--- config.mk ---
export PLATFORM = sky130hd
export DESIGN_NAME = bounded_fifo_with_head_eviction
export DESIGN_NICKNAME = d
export VERILOG_FILES = /design/src/sv/bfhe_pkg.sv /design/src/sv/bounded_fifo_with_head_eviction.sv /design/src/sv/bfhe_ram.sv /design/src/sv/bfhe_outq.sv /design/src/sv/bfhe_ctrl.sv
export VERILOG_INCLUDE_DIRS = /design/src /design/src/sv
export SDC_FILE = /design/constraint.sdc
export NUM_CORES = 1
export LEC_CHECK = 0
export BUFFER_PORTS_ARGS = -buffer_cell sky130_fd_sc_hd__buf_2
export CORE_MARGIN = 4
export CORE_UTILIZATION = 65
export DETAILED_ROUTE_END_ITERATION = 16
export PLACE_DENSITY = 0.82
export SLEW_MARGIN = 20
export SYNTH_ARGS = -nofsm -noshare
export SYNTH_HDL_FRONTEND = slang
export SYNTH_HIERARCHICAL = 1
export SYNTH_SLANG_ARGS = --single-unit
--- constraint.sdc ---
create_clock -name aclk -period 11.9 [get_ports aclk]
set_clock_uncertainty 0.1 [all_clocks]
set_input_delay 1.19 -clock aclk [delete_from_list [all_inputs] [get_ports aclk]]
set_output_delay 1.19 -clock aclk [all_outputs]
set_load 0.02 [all_outputs]
--- src/sv/bounded_fifo_with_head_eviction_assert.svh ---
// Assertion macros for the bounded FIFO with head eviction.
`ifndef BOUNDED_FIFO_WITH_HEAD_EVICTION_ASSERT_SVH
`define BOUNDED_FIFO_WITH_HEAD_EVICTION_ASSERT_SVH

`ifndef SYNTHESIS
// Checked property with reset disable.
`define BFHE_ASSERT(label, clk, rst_n, prop, msg) \
    label: assert property (@(posedge clk) disable iff (!rst_n) prop) else $error(msg);
// Checked property that holds during reset as well.
`define BFHE_ASSERT_ALWAYS(label, clk, prop, msg) \
    label: assert property (@(posedge clk) prop) else $error(msg);
`else
`define BFHE_ASSERT(label, clk, rst_n, prop, msg)
`define BFHE_ASSERT_ALWAYS(label, clk, prop, msg)
`endif

`endif

--- src/sv/bfhe_pkg.sv ---
// Shared constants, codes and types of the bounded FIFO with head eviction.
`timescale 1ns / 1ps
package bfhe_pkg;

    localparam int DEPTH      = 32;
    localparam int DATA_WIDTH = 32;
    localparam int AW         = $clog2(DEPTH);
    localparam int FW         = $clog2(DEPTH + 1);
    localparam int REQ_W      = 4;
    localparam int PAYLOAD_W  = 32;
    localparam int STATUS_W   = 3;
    localparam int ITEM_W     = 32;
    localparam int COUNT_W    = 6;
    localparam int CFG_W      = 6;

    localparam logic [REQ_W-1:0] REQ_OFFER       = 4'd0;
    localparam logic [REQ_W-1:0] REQ_OFFER_EVICT = 4'd1;
    localparam logic [REQ_W-1:0] REQ_PEEK        = 4'd2;
    localparam logic [REQ_W-1:0] REQ_POLL        = 4'd3;
    localparam logic [REQ_W-1:0] REQ_TAKE        = 4'd4;
    localparam logic [REQ_W-1:0] REQ_FLUSH       = 4'd5;
    localparam logic [REQ_W-1:0] REQ_SHUTDOWN    = 4'd6;
    localparam logic [REQ_W-1:0] REQ_DRAIN       = 4'd7;
    localparam logic [REQ_W-1:0] REQ_WAKE        = 4'd8;
    localparam logic [REQ_W-1:0] REQ_COUNT       = 4'd9;

    localparam logic [STATUS_W-1:0] ST_SUCCESS     = 3'd0;
    localparam logic [STATUS_W-1:0] ST_INTERRUPTED = 3'd1;
    localparam logic [STATUS_W-1:0] ST_BOUND       = 3'd2;
    localparam logic [STATUS_W-1:0] ST_NO_ELEMENT  = 3'd3;
    localparam logic [STATUS_W-1:0] ST_USER_WAKE   = 3'd4;
    localparam logic [STATUS_W-1:0] ST_WAITER_BUSY = 3'd5;

    typedef enum logic {
        FSM_IDLE,
        FSM_EXEC
    } ctrl_state_t;

    typedef struct packed {
        logic [STATUS_W-1:0] status;
        logic [ITEM_W-1:0]   item_data;
        logic                evicted;
        logic [COUNT_W-1:0]  count;
        logic                for_waiter;
        logic                last;
    } result_t;

    typedef struct packed {
        logic    valid;
        logic    two;
        result_t r0;
        result_t r1;
    } push_t;

endpackage

--- src/sv/bounded_fifo_with_head_eviction.sv ---
// Top level of the bounded FIFO with head eviction.
`timescale 1ns / 1ps
// Bounded FIFO of DATA_WIDTH-bit words held in a single-port-pair RAM, with
// offer, evicting offer, peek, poll, blocking take, flush, shutdown, drain,
// user wake and count requests. Accepting a request in the idle state starts
// the registered read of the head slot; the execute state then updates
// pointers and flags and writes the tail slot, and no new request is taken
// until it is done. A request yields zero, one or two result beats (the
// second answers a parked take, with for_waiter set); these sit in a two-entry
// buffer and leave one per cycle while m_tready is high, and the execute state
// of the next request waits until that buffer is empty. Storage needs no
// clearing pass after reset. Write size_bound only while no request is in flight.
module bounded_fifo_with_head_eviction import bfhe_pkg::*; (
    input  logic              aclk,
    input  logic              aresetn,
    input  logic              cfg_wr_en,
    input  logic [CFG_W-1:0]  cfg_wr_data,   // size_bound
    input  logic              s_tvalid,
    output logic              s_tready,
    input  logic [31:0]       s_tdata,       // payload[31:0]
    input  logic [3:0]        s_tuser,       // req_type[3:0]
    output logic              m_tvalid,
    input  logic              m_tready,
    output logic [39:0]       m_tdata,       // item_data[31:0], count[37:32], zero pad
    output logic [4:0]        m_tuser,       // status[2:0], evicted[3], for_waiter[4]
    output logic              m_tlast
);

    logic                  ram_re;
    logic [AW-1:0]         ram_raddr;
    logic [DATA_WIDTH-1:0] ram_rdata;
    logic                  ram_we;
    logic [AW-1:0]         ram_waddr;
    logic [DATA_WIDTH-1:0] ram_wdata;
    logic                  outq_empty;
    push_t                 push;
    result_t               head;

    bfhe_ram #(
        .WIDTH (DATA_WIDTH),
        .DEPTH (DEPTH)
    ) u_slots (
        .aclk  (aclk),
        .we    (ram_we),
        .waddr (ram_waddr),
        .wdata (ram_wdata),
        .re    (ram_re),
        .raddr (ram_raddr),
        .rdata (ram_rdata)
    );

    bfhe_ctrl u_ctrl (
        .aclk        (aclk),
        .aresetn     (aresetn),
        .s_valid     (s_tvalid),
        .s_ready     (s_tready),
        .req_type    (s_tuser[REQ_W-1:0]),
        .payload     (s_tdata[PAYLOAD_W-1:0]),
        .cfg_wr_en   (cfg_wr_en),
        .cfg_wr_data (cfg_wr_data),
        .ram_re      (ram_re),
        .ram_raddr   (ram_raddr),
        .ram_rdata   (ram_rdata),
        .ram_we      (ram_we),
        .ram_waddr   (ram_waddr),
        .ram_wdata   (ram_wdata),
        .outq_empty  (outq_empty),
        .push        (push)
    );

    bfhe_outq u_outq (
        .aclk    (aclk),
        .aresetn (aresetn),
        .push    (push),
        .empty   (outq_empty),
        .head    (head),
        .m_valid (m_tvalid),
        .m_ready (m_tready)
    );

    assign m_tdata = {2'b00, head.count, head.item_data};
    assign m_tuser = {head.for_waiter, head.evicted, head.status};
    assign m_tlast = head.last;

endmodule

--- src/sv/bfhe_ram.sv ---
// Generic single-write, single-read RAM with registered read data.
`timescale 1ns / 1ps
module bfhe_ram #(
    parameter int WIDTH = 32,
    parameter int DEPTH = 32
) (
    input  logic                     aclk,
    input  logic                     we,
    input  logic [$clog2(DEPTH)-1:0] waddr,
    input  logic [WIDTH-1:0]         wdata,
    input  logic                     re,
    input  logic [$clog2(DEPTH)-1:0] raddr,
    output logic [WIDTH-1:0]         rdata
);

    logic [WIDTH-1:0] mem [DEPTH];

    always_ff @(posedge aclk) begin
        if (we) begin
            mem[waddr] <= wdata;
        end
        if (re) begin
            rdata <= mem[raddr];
        end
    end

endmodule

--- src/sv/bfhe_outq.sv ---
// Two-entry result buffer that feeds the master-side stream.
`timescale 1ns / 1ps
module bfhe_outq import bfhe_pkg::*; (
    input  logic    aclk,
    input  logic    aresetn,
    input  push_t   push,
    output logic    empty,
    output result_t head,
    output logic    m_valid,
    input  logic    m_ready
);

    logic [1:0] cnt_reg, cnt_next;
    result_t    q0_reg, q0_next;
    result_t    q1_reg, q1_next;

    always_comb begin
        cnt_next = cnt_reg;
        q0_next  = q0_reg;
        q1_next  = q1_reg;
        if (push.valid) begin
            // a push only comes while the buffer is empty
            q0_next  = push.r0;
            q1_next  = push.r1;
            cnt_next = push.two ? 2'd2 : 2'd1;
        end else if (m_valid && m_ready) begin
            q0_next  = q1_reg;
            cnt_next = cnt_reg - 2'd1;
        end
    end

    always_ff @(posedge aclk) begin
        if (!aresetn) begin
            cnt_reg <= 2'd0;
        end else begin
            cnt_reg <= cnt_next;
        end
        q0_reg <= q0_next;
        q1_reg <= q1_next;
    end

    assign empty   = (cnt_reg == 2'd0);
    assign m_valid = !empty;
    assign head    = q0_reg;

endmodule

--- src/sv/bfhe_ctrl.sv ---
// Queue controller: pointers, flags, request decode and waiter handling.
`timescale 1ns / 1ps
module bfhe_ctrl import bfhe_pkg::*; (
    input  logic                  aclk,
    input  logic                  aresetn,
    input  logic                  s_valid,
    output logic                  s_ready,
    input  logic [REQ_W-1:0]      req_type,
    input  logic [PAYLOAD_W-1:0]  payload,
    input  logic                  cfg_wr_en,
    input  logic [CFG_W-1:0]      cfg_wr_data,
    output logic                  ram_re,
    output logic [AW-1:0]         ram_raddr,
    input  logic [DATA_WIDTH-1:0] ram_rdata,
    output logic                  ram_we,
    output logic [AW-1:0]         ram_waddr,
    output logic [DATA_WIDTH-1:0] ram_wdata,
    input  logic                  outq_empty,
    output push_t                 push
);

`include "bounded_fifo_with_head_eviction_assert.svh"

    ctrl_state_t state_reg, state_next;

    logic [AW-1:0]         head_reg, head_next;
    logic [AW-1:0]         tail_reg, tail_next;
    logic [FW-1:0]         fill_reg, fill_next;
    logic                  shut_reg, shut_next;
    logic                  drain_reg, drain_next;
    logic                  wake_reg, wake_next;
    logic                  waiter_reg, waiter_next;
    logic [CFG_W-1:0]      bound_reg;
    logic [REQ_W-1:0]      req_reg;
    logic [DATA_WIDTH-1:0] data_reg;

    logic          go;
    logic          accept;
    logic [FW-1:0] cap;

    function automatic logic [AW-1:0] inc_ptr(input logic [AW-1:0] p);
        return (p == AW'(DEPTH - 1)) ? '0 : p + AW'(1);
    endfunction

    function automatic result_t mk_res(input logic [STATUS_W-1:0] st,
                                       input logic [DATA_WIDTH-1:0] d,
                                       input logic ev,
                                       input logic [FW-1:0] cnt,
                                       input logic fw);
        result_t r;
        r.status     = st;
        r.item_data  = ITEM_W'(d);
        r.evicted    = ev;
        r.count      = COUNT_W'(cnt);
        r.for_waiter = fw;
        r.last       = 1'b0;
        return r;
    endfunction

    assign accept    = s_valid && s_ready;
    assign go        = (state_reg == FSM_EXEC) && outq_empty;
    assign s_ready   = (state_reg == FSM_IDLE);
    assign ram_re    = accept;
    assign ram_raddr = head_reg;
    assign ram_waddr = tail_reg;
    assign ram_wdata = data_reg;

    // a bound of zero or above the depth means the full depth
    assign cap = (bound_reg == '0 || 32'(bound_reg) > DEPTH) ? FW'(DEPTH) : FW'(bound_reg);

    always_comb begin
        logic    may_wake;
        logic    n0;
        logic    do_push;
        result_t r0;
        result_t r1;

        state_next  = state_reg;
        head_next   = head_reg;
        tail_next   = tail_reg;
        fill_next   = fill_reg;
        shut_next   = shut_reg;
        drain_next  = drain_reg;
        wake_next   = wake_reg;
        waiter_next = waiter_reg;
        may_wake    = 1'b0;
        n0          = 1'b0;
        do_push     = 1'b0;
        r0          = '0;
        r1          = '0;
        push        = '0;

        case (state_reg)
            FSM_IDLE: begin
                if (accept) begin
                    state_next = FSM_EXEC;
                end
            end
            FSM_EXEC: begin
                if (go) begin
                    state_next = FSM_IDLE;
                    n0         = 1'b1;
                    case (req_reg)
                        REQ_OFFER, REQ_OFFER_EVICT: begin
                            may_wake = 1'b1;
                            if (shut_reg || drain_reg) begin
                                r0 = mk_res(ST_INTERRUPTED, '0, 1'b0, fill_reg, 1'b0);
                            end else if (fill_reg >= cap) begin
                                if (req_reg == REQ_OFFER) begin
                                    r0 = mk_res(ST_BOUND, '0, 1'b0, fill_reg, 1'b0);
                                end else begin
                                    // drop the head, append; fill stays
                                    head_next = inc_ptr(head_reg);
                                    tail_next = inc_ptr(tail_reg);
                                    do_push   = 1'b1;
                                    r0 = mk_res(ST_SUCCESS, ram_rdata, 1'b1, fill_reg, 1'b0);
                                end
                            end else begin
                                tail_next = inc_ptr(tail_reg);
                                fill_next = fill_reg + FW'(1);
                                do_push   = 1'b1;
                                r0 = mk_res(ST_SUCCESS, '0, 1'b0, fill_reg + FW'(1), 1'b0);
                            end
                        end
                        REQ_PEEK, REQ_POLL: begin
                            if (shut_reg) begin
                                r0 = mk_res(ST_INTERRUPTED, '0, 1'b0, fill_reg, 1'b0);
                            end else if (fill_reg == '0) begin
                                r0 = mk_res(drain_reg ? ST_INTERRUPTED : ST_NO_ELEMENT,
                                            '0, 1'b0, '0, 1'b0);
                            end else if (req_reg == REQ_PEEK) begin
                                r0 = mk_res(ST_SUCCESS, ram_rdata, 1'b0, fill_reg, 1'b0);
                            end else begin
                                head_next = inc_ptr(head_reg);
                                fill_next = fill_reg - FW'(1);
                                r0 = mk_res(ST_SUCCESS, ram_rdata, 1'b0,
                                            fill_reg - FW'(1), 1'b0);
                            end
                        end
                        REQ_TAKE: begin
                            if (waiter_reg) begin
                                r0 = mk_res(ST_WAITER_BUSY, '0, 1'b0, fill_reg, 1'b0);
                            end else if (shut_reg) begin
                                r0 = mk_res(ST_INTERRUPTED, '0, 1'b0, fill_reg, 1'b0);
                            end else if (wake_reg) begin
                                wake_next = 1'b0;
                                r0 = mk_res(ST_USER_WAKE, '0, 1'b0, fill_reg, 1'b0);
                            end else if (fill_reg != '0) begin
                                head_next = inc_ptr(head_reg);
                                fill_next = fill_reg - FW'(1);
                                r0 = mk_res(ST_SUCCESS, ram_rdata, 1'b0,
                                            fill_reg - FW'(1), 1'b0);
                            end else if (drain_reg) begin
                                r0 = mk_res(ST_INTERRUPTED, '0, 1'b0, fill_reg, 1'b0);
                            end else begin
                                // park as the waiter, no beat
                                waiter_next = 1'b1;
                                n0          = 1'b0;
                            end
                        end
                        REQ_FLUSH: begin
                            head_next = '0;
                            tail_next = '0;
                            fill_next = '0;
                            r0 = mk_res(ST_SUCCESS, '0, 1'b0, fill_reg, 1'b0);
                        end
                        REQ_SHUTDOWN, REQ_DRAIN, REQ_WAKE: begin
                            if (req_reg == REQ_SHUTDOWN) begin
                                shut_next = 1'b1;
                            end else if (req_reg == REQ_DRAIN) begin
                                drain_next = 1'b1;
                            end else begin
                                wake_next = 1'b1;
                            end
                            may_wake = 1'b1;
                            r0 = mk_res(ST_SUCCESS, '0, 1'b0, fill_reg, 1'b0);
                        end
                        REQ_COUNT: begin
                            r0 = mk_res(ST_SUCCESS, '0, 1'b0, fill_reg, 1'b0);
                        end
                        default: begin
                            n0 = 1'b0;
                        end
                    endcase

                    push.valid = n0;
                    push.r0    = r0;
                    push.r0.last = 1'b1;

                    // answer the waiter once the request made it ready
                    if (may_wake && waiter_reg &&
                        (fill_next != '0 || drain_next || shut_next || wake_next)) begin
                        waiter_next = 1'b0;
                        if (shut_next) begin
                            r1 = mk_res(ST_INTERRUPTED, '0, 1'b0, fill_next, 1'b1);
                        end else if (wake_next) begin
                            wake_next = 1'b0;
                            r1 = mk_res(ST_USER_WAKE, '0, 1'b0, fill_next, 1'b1);
                        end else if (fill_next == '0) begin
                            r1 = mk_res(ST_INTERRUPTED, '0, 1'b0, fill_next, 1'b1);
                        end else begin
                            // a pending waiter means the queue was empty, so the
                            // new head is the word just pushed
                            head_next = inc_ptr(head_next);
                            r1 = mk_res(ST_SUCCESS, data_reg, 1'b0,
                                        fill_next - FW'(1), 1'b1);
                            fill_next = fill_next - FW'(1);
                        end
                        r1.last      = 1'b1;
                        push.r0.last = 1'b0;
                        push.r1      = r1;
                        push.two     = 1'b1;
                    end
                end
            end
            default: begin
                state_next = FSM_IDLE;
            end
        endcase

        ram_we = do_push;
    end

    always_ff @(posedge aclk) begin
        if (!aresetn) begin
            state_reg  <= FSM_IDLE;
            head_reg   <= '0;
            tail_reg   <= '0;
            fill_reg   <= '0;
            shut_reg   <= 1'b0;
            drain_reg  <= 1'b0;
            wake_reg   <= 1'b0;
            waiter_reg <= 1'b0;
            bound_reg  <= '0;
        end else begin
            state_reg  <= state_next;
            head_reg   <= head_next;
            tail_reg   <= tail_next;
            fill_reg   <= fill_next;
            shut_reg   <= shut_next;
            drain_reg  <= drain_next;
            wake_reg   <= wake_next;
            waiter_reg <= waiter_next;
            if (cfg_wr_en) begin
                bound_reg <= cfg_wr_data;
            end
        end
        if (accept) begin
            req_reg  <= req_type;
            data_reg <= payload[DATA_WIDTH-1:0];
        end
    end

    `BFHE_ASSERT(a_fill_in_range, aclk, aresetn, fill_reg <= FW'(DEPTH), "fill above depth")
    `BFHE_ASSERT(a_waiter_idle_queue, aclk, aresetn, waiter_reg |-> (fill_reg == '0 && !shut_reg && !drain_reg && !wake_reg), "waiter pending on a ready queue")
    `BFHE_ASSERT(a_push_on_empty, aclk, aresetn, push.valid |-> outq_empty, "result push into busy buffer")
    `BFHE_ASSERT(a_exec_after_accept, aclk, aresetn, accept |=> (state_reg == FSM_EXEC), "accepted beat not executed")

endmodule

Word-level counts from Yosys, hierarchy flattened
Memory sizes are Yosys's and may differ from the RTL's. A register that Yosys moved wholly into a read port is not among the register bits.
Cells that the tools add are included.
- add/subtract/negate cells: 7
- magnitude comparators: 2
- eq/ne operators: 14
- multiplexer cells: 111
- bitwise logic cells: 3
- reduce and logical (&&, ||, !) cells: 34
- operators with widths (operator ; number):
    44-bit two-way mux ; 9
    90-bit two-way mux ; 2
    44-bit case mux with 4 select lines ; 1
    43-bit two-way mux ; 3
    42-bit two-way mux ; 3
    5-bit two-way mux ; 22
    6-bit two-way mux ; 16
    45-bit two-way mux ; 1
    1-bit two-way mux ; 43
    6-bit case mux with 4 select lines ; 1
    5-bit case mux with 4 select lines ; 1
    6-bit logical NOT ; 3
    4-bit by 3-bit equality test with 1-bit output (second input constant) ; 4
    5-bit by 1-bit adder with 5-bit output (second input constant) ; 3
    5-bit equality test (second input constant) ; 3
    5-bit OR reduction ; 3
    6-bit nonzero test ; 2
    6-bit by 1-bit subtractor with 6-bit output (second input constant) ; 2
    5-bit case mux with 2 select lines ; 1
    9-bit OR reduction ; 1
    4-bit by 2-bit equality test with 1-bit output (second input constant) ; 2
    4-bit equality test (second input constant) ; 2
    2-bit two-way mux ; 4
    8-bit two-way mux ; 1
    22 further kinds ; 38
- register bits: 153
- bits in writable memories: 1024
- input port bits: 47
- output and inout port bits: 48
- word-level logic and storage cells: 198
- memories kept: 1
- memory list (memory ; words ; width ; read ports ; clocked after Yosys merged registers in ; wr ports ; RTL line ; source):
    u_slots.mem ; 32 ; 32 ; 1 ; 1 ; 1 ; bfhe_ram.sv:16 ; logic [WIDTH-1:0] mem [DEPTH];

Depth between registers and ports, before layout
- word-level depth: 19
- mapped depth: 17
- depth with buffers taken out: 16

By module
Netlist, hierarchy kept.
- by module, submodules not included (module ; instances ; cells each ; area an instance (sq um) ; sequential area each (sq um)):
    bfhe_ram ; 1 ; 2260 ; 40812.9 ; 31710.4
    bfhe_ctrl ; 1 ; 521 ; 4471.8 ; 1621.6
    bfhe_outq ; 1 ; 152 ; 3296.9 ; 2682.6
    bounded_fifo_with_head_eviction ; 1 ; 3 ; 18.8 ; 0.0

Least setup slack after synthesis
OpenSTA, ideal clock, no wires.
- kind: reg-to-reg
- from: register u_ctrl.fill_reg[0]
- to: register u_outq.q0_reg (netlist bit u_outq/head[0]), enable pin
- setup time: 410 ps
- arrival: 5063 ps
- required time: 11390 ps
- setup slack: 6327 ps
- stages on the path, launching flop included: 9
- buffers on the path: 1
- clock period less this slack: 5573 ps
- path through: dfxtp_1 -> inv_1 -> ha_1 -> nor4b_2 -> nand2_1 -> nor4_1 -> a21oi_1 -> buf_4 -> nand2b_1
- RTL lines (item ; RTL line ; source):
    start: declaration ; bfhe_ctrl.sv:28 ; logic [FW-1:0] fill_reg, fill_next;
    start signal: assignment ; bfhe_ctrl.sv:239 ; fill_reg <= fill_next;
    end signal: assignment ; bfhe_outq.sv:38 ; q0_reg <= q0_next;
    end: declaration ; bfhe_outq.sv:14 ; result_t q0_reg, q0_next;

==> key figures <==
Logic synthesis
  • Asr flop ratio synth: 0%
  • Synth Warn #: 6
  • FF+latch count, synth: 1209
  • Mapped Area: 48600 µm²
  • Primary FF master, synth: edfxtp_1
  • Post-synth EDFFs: 1180
  • Syn Inst Count: 2936
  • Post-synthesis cell type count: 77
  • Seq/Total Area, Yosys: 74.1%
  • Average cell area after synthesis: 16.6 µm²

STA
  • Hold violation total from the final report: 0
  • Hold_ws: 0.442 ns
  • Final worst path period share: 41.1%
  • Slew Limit Fails: 0
  • Slew headroom: 17.9%
  • Tightest Pin Transition: 1.23 ns
  • Max Fclk: 0.204 GHz
  • Setup_tns: 0 ns
  • Final min period: 4.90 ns
  • Final setup violation count: 0
  • RSZ-0062 raised after global routing: false

Critical path
  • CP cell instances: buf_4 > buf_12 > buf_16 > buf_4 > buf_12 > mux2i_1 > a22oi_1 > a31oi_1 > nand3_1
  • Crit. Startpoint: u_ctrl/ram_raddr[0]
  • Crit-path max cell delay: 0.81 ns
  • Worst R2R Start: u_ctrl/ram_raddr[0]
  • Setup crit start kind: flip-flop
  • Worst path required time: 12.21 ns
  • Worst Path Max Fanout: 113
  • Crit Path Class: flip-flop to flip-flop
  • CP Capture Type: flip-flop
  • CP max stage cell: buf_4
  • Buf/Inv on CP: 5
  • Worst EP arrival: 5.21 ns
  • Crit path max-delay family: buffers and inverters

Floorplan
  • Initial Util: 65.4%
  • Die height: 281 µm
  • Top Ports: 95
  • Core area: 74300 µm²
  • FP Rows: 100
  • Die Span X: 281 µm
  • Full die area: 79200 µm²

Placement
  • Final Wtd Congestion: 0.900
  • Buffers added on ports: 92
  • Hpwl dp: 62.8 mm
  • Placed cell area: 50100 µm²

Status
  • Status: finished, final reports clean

Clock tree
  • Root Buffer: clkbuf_16
  • Clock Latency Late Sink: 0.69 ns
  • Cts-stage hold buffer count: 0
  • H-tree Lvls: 3
  • CTS tree: yes
  • CTS clk-pin slew, worst paths: 0.07 ns
  • Postcts setup bufs: 0
  • Post-CTS sizing: 0
  • Max Buffers Root-to-Sink: 3
  • Total CTS buffers: 114
  • Clk sink count: 1209

Routing
  • DR pass1 iterations: 8
  • DRC: 0
  • Final WL: 121 mm
  • 1st-iter DRT viols: 3527
  • Avg WL per Cell: 29.5 µm
  • Number of nets still failing antenna checks after routing: 0
  • Vias: 27800
  • DR vias/cell: 6.77

Power
  • Leakage: 17.1 nW
  • Seq pwr share: 50.7%
  • Clock share of power: 35.6%
  • P_sw: 2.50 mW
  • VDD IR max: 0.140 mV
  • Switch share: 25.5%
  • Pwr/cell area: 182 nW/µm²
  • Internal Pwr Total: 7.32 mW
  • Combinational share of power: 13.7%

Global route
  • Largest net degree at the start of global routing: 163
  • Number of global-route vias before repair: 27700
  • GRT Residual Overflow: 0
  • Initial antenna violation count: 4
  • First-pass GRT wire length: 176 mm
  • GRT Total Usage: 30.4%

Cells and area
  • Fin util: 72.4%
  • Fraction of layout instances using a drive strength above 1: 13.6%
  • Final-stage net count: 3110
  • Fill cell count: 4356
  • Number of flip-flops in the largest register: 1024
  • Area growth syn-to-layout: 10.8%
  • ANT cells: 0
  • Most common cell after layout, fill and taps aside: edfxtp_1
  • Final Instance Area: 53800 µm²
  • Commonest cells after routing, fill and taps aside: edfxtp_1 (1180), mux2i_1 (522), nand2_1 (139)

Worst hold path
  • Hold path startpoint: u_ctrl/bound_reg[3]
  • Hold WC Path Type: flip-flop to flip-flop

Flow run
  • Max_cap viols: 0
==> metrics by stage <==
| stage | setup slack [ns] | total power [mW] | std cells |
|---|---|---|---|
| floorplan | 6.33 | 5.96 | 2939 |
| global placement | 7.17 | 6.33 | 3892 |
| detailed placement | 7.03 | 6.37 | 3892 |
| CTS | 7.05 | 9.82 | 4096 |
| global route | 6.82 | 10.1 | 4103 |
| finish | 7.00 | 9.82 | 4103 |
==> cells by family after synthesis <==
| logic type | Yosys count | synth area share [%] |
|---|---|---|
| DFF | 1209 | 74.1 |
| buffers and inverters | 190 | 2.14 |
| AOI/OAI and AO/OA | 423 | 5.98 |
| adders and majority gates | 17 | 0.438 |
| xor gates and xnor gates | 6 | 0.108 |
| muxes | 568 | 11.8 |
| and+or+nand+nor | 521 | 5.40 |
| other | 2 | 0.0155 |
==> layer usage <==
metal	track usage, %	share of wire, %
met1	41.0	36
met2	49.1	48
met3	6.26	11
met4	12.8	4.4
met5	0	0
==> synth_stat cells, drive strengths merged, types with 3 or more instances <==
cell type  count  area (µm²)
o31a           3        26.3
a211oi        12         108
edfxtp      1180       35400
nand2        139         522
a21oi        128         641
or3b           4        35.0
mux2i        522        5230
nand3b         5        37.5
and3          38         238
nor4           7        43.8
and2          37         231
o21a           8        60.1
o21ai         27         135
a41oi          4        35.0
nand2b        14        87.6
a22o          65         569
clkbuf        66         255
nor2          68         255
or2            4        25.0
a21o           3        30.0
nand4          7        43.8
a21boi         4        30.0
ha            17         213
a31oi         37         231
o211ai         5        37.5
nor3          50         267
nor3b          7        57.6
o311ai         3        26.3
nand3        112         561
buf          102         704
dfxtp         29         581
inv           21        78.8
a221oi         3        32.5
nor2b         15        93.8
mux2          46         518
a22oi         97         728
xnor2          5        43.8
or3            7        43.8
==> worst register-to-register path, cell delays in order, from the launching register on <==
cell     delay (ns)
dfxtp_4        0.77
buf_4          0.81
buf_12         0.53
buf_16         0.65
buf_4          0.81
buf_12         0.33
mux2i_1        0.25
a22oi_1        0.11
a31oi_1        0.20
nand3_1        0.10
==> path summary, 6_finish.rpt <==
kind	endpoint	slack, ns	cells past startpoint
hold reg to reg	u_ctrl/bound_reg[3]	0.44	2
setup / recovery	u_slots/rdata[18]	7.00	9
hold / removal	u_ctrl/bound_reg[3]	0.44	2
setup reg to reg	u_slots/rdata[18]	7.00	9
==> power groups by stage <==
stage | clock network, mW | logic (mW) | registers (mW)
after floorplan | 0 | 0.902 | 5.05
after global placement | 0 | 1.27 | 5.06
after detailed placement | 0 | 1.29 | 5.07
after CTS | 3.53 | 1.30 | 4.98
after global routing | 3.74 | 1.41 | 4.99
final | 3.50 | 1.34 | 4.98
==> final cells by class <==
class / instances / area (µm²) / share of cell area (%)
flip-flops and latches: 1209 / 36000 / 66.9
inverters: 22 / 82.6 / 0.153
multi-input cells: 1540 / 11900 / 22.0
repair buffers: 159 / 1070 / 1.99
well taps: 969 / 1210 / 2.25
clock inverters: 61 / 553 / 1.03
clock buffers: 143 / 3030 / 5.64
No activity file was read; power rests on OpenSTA's default activity.
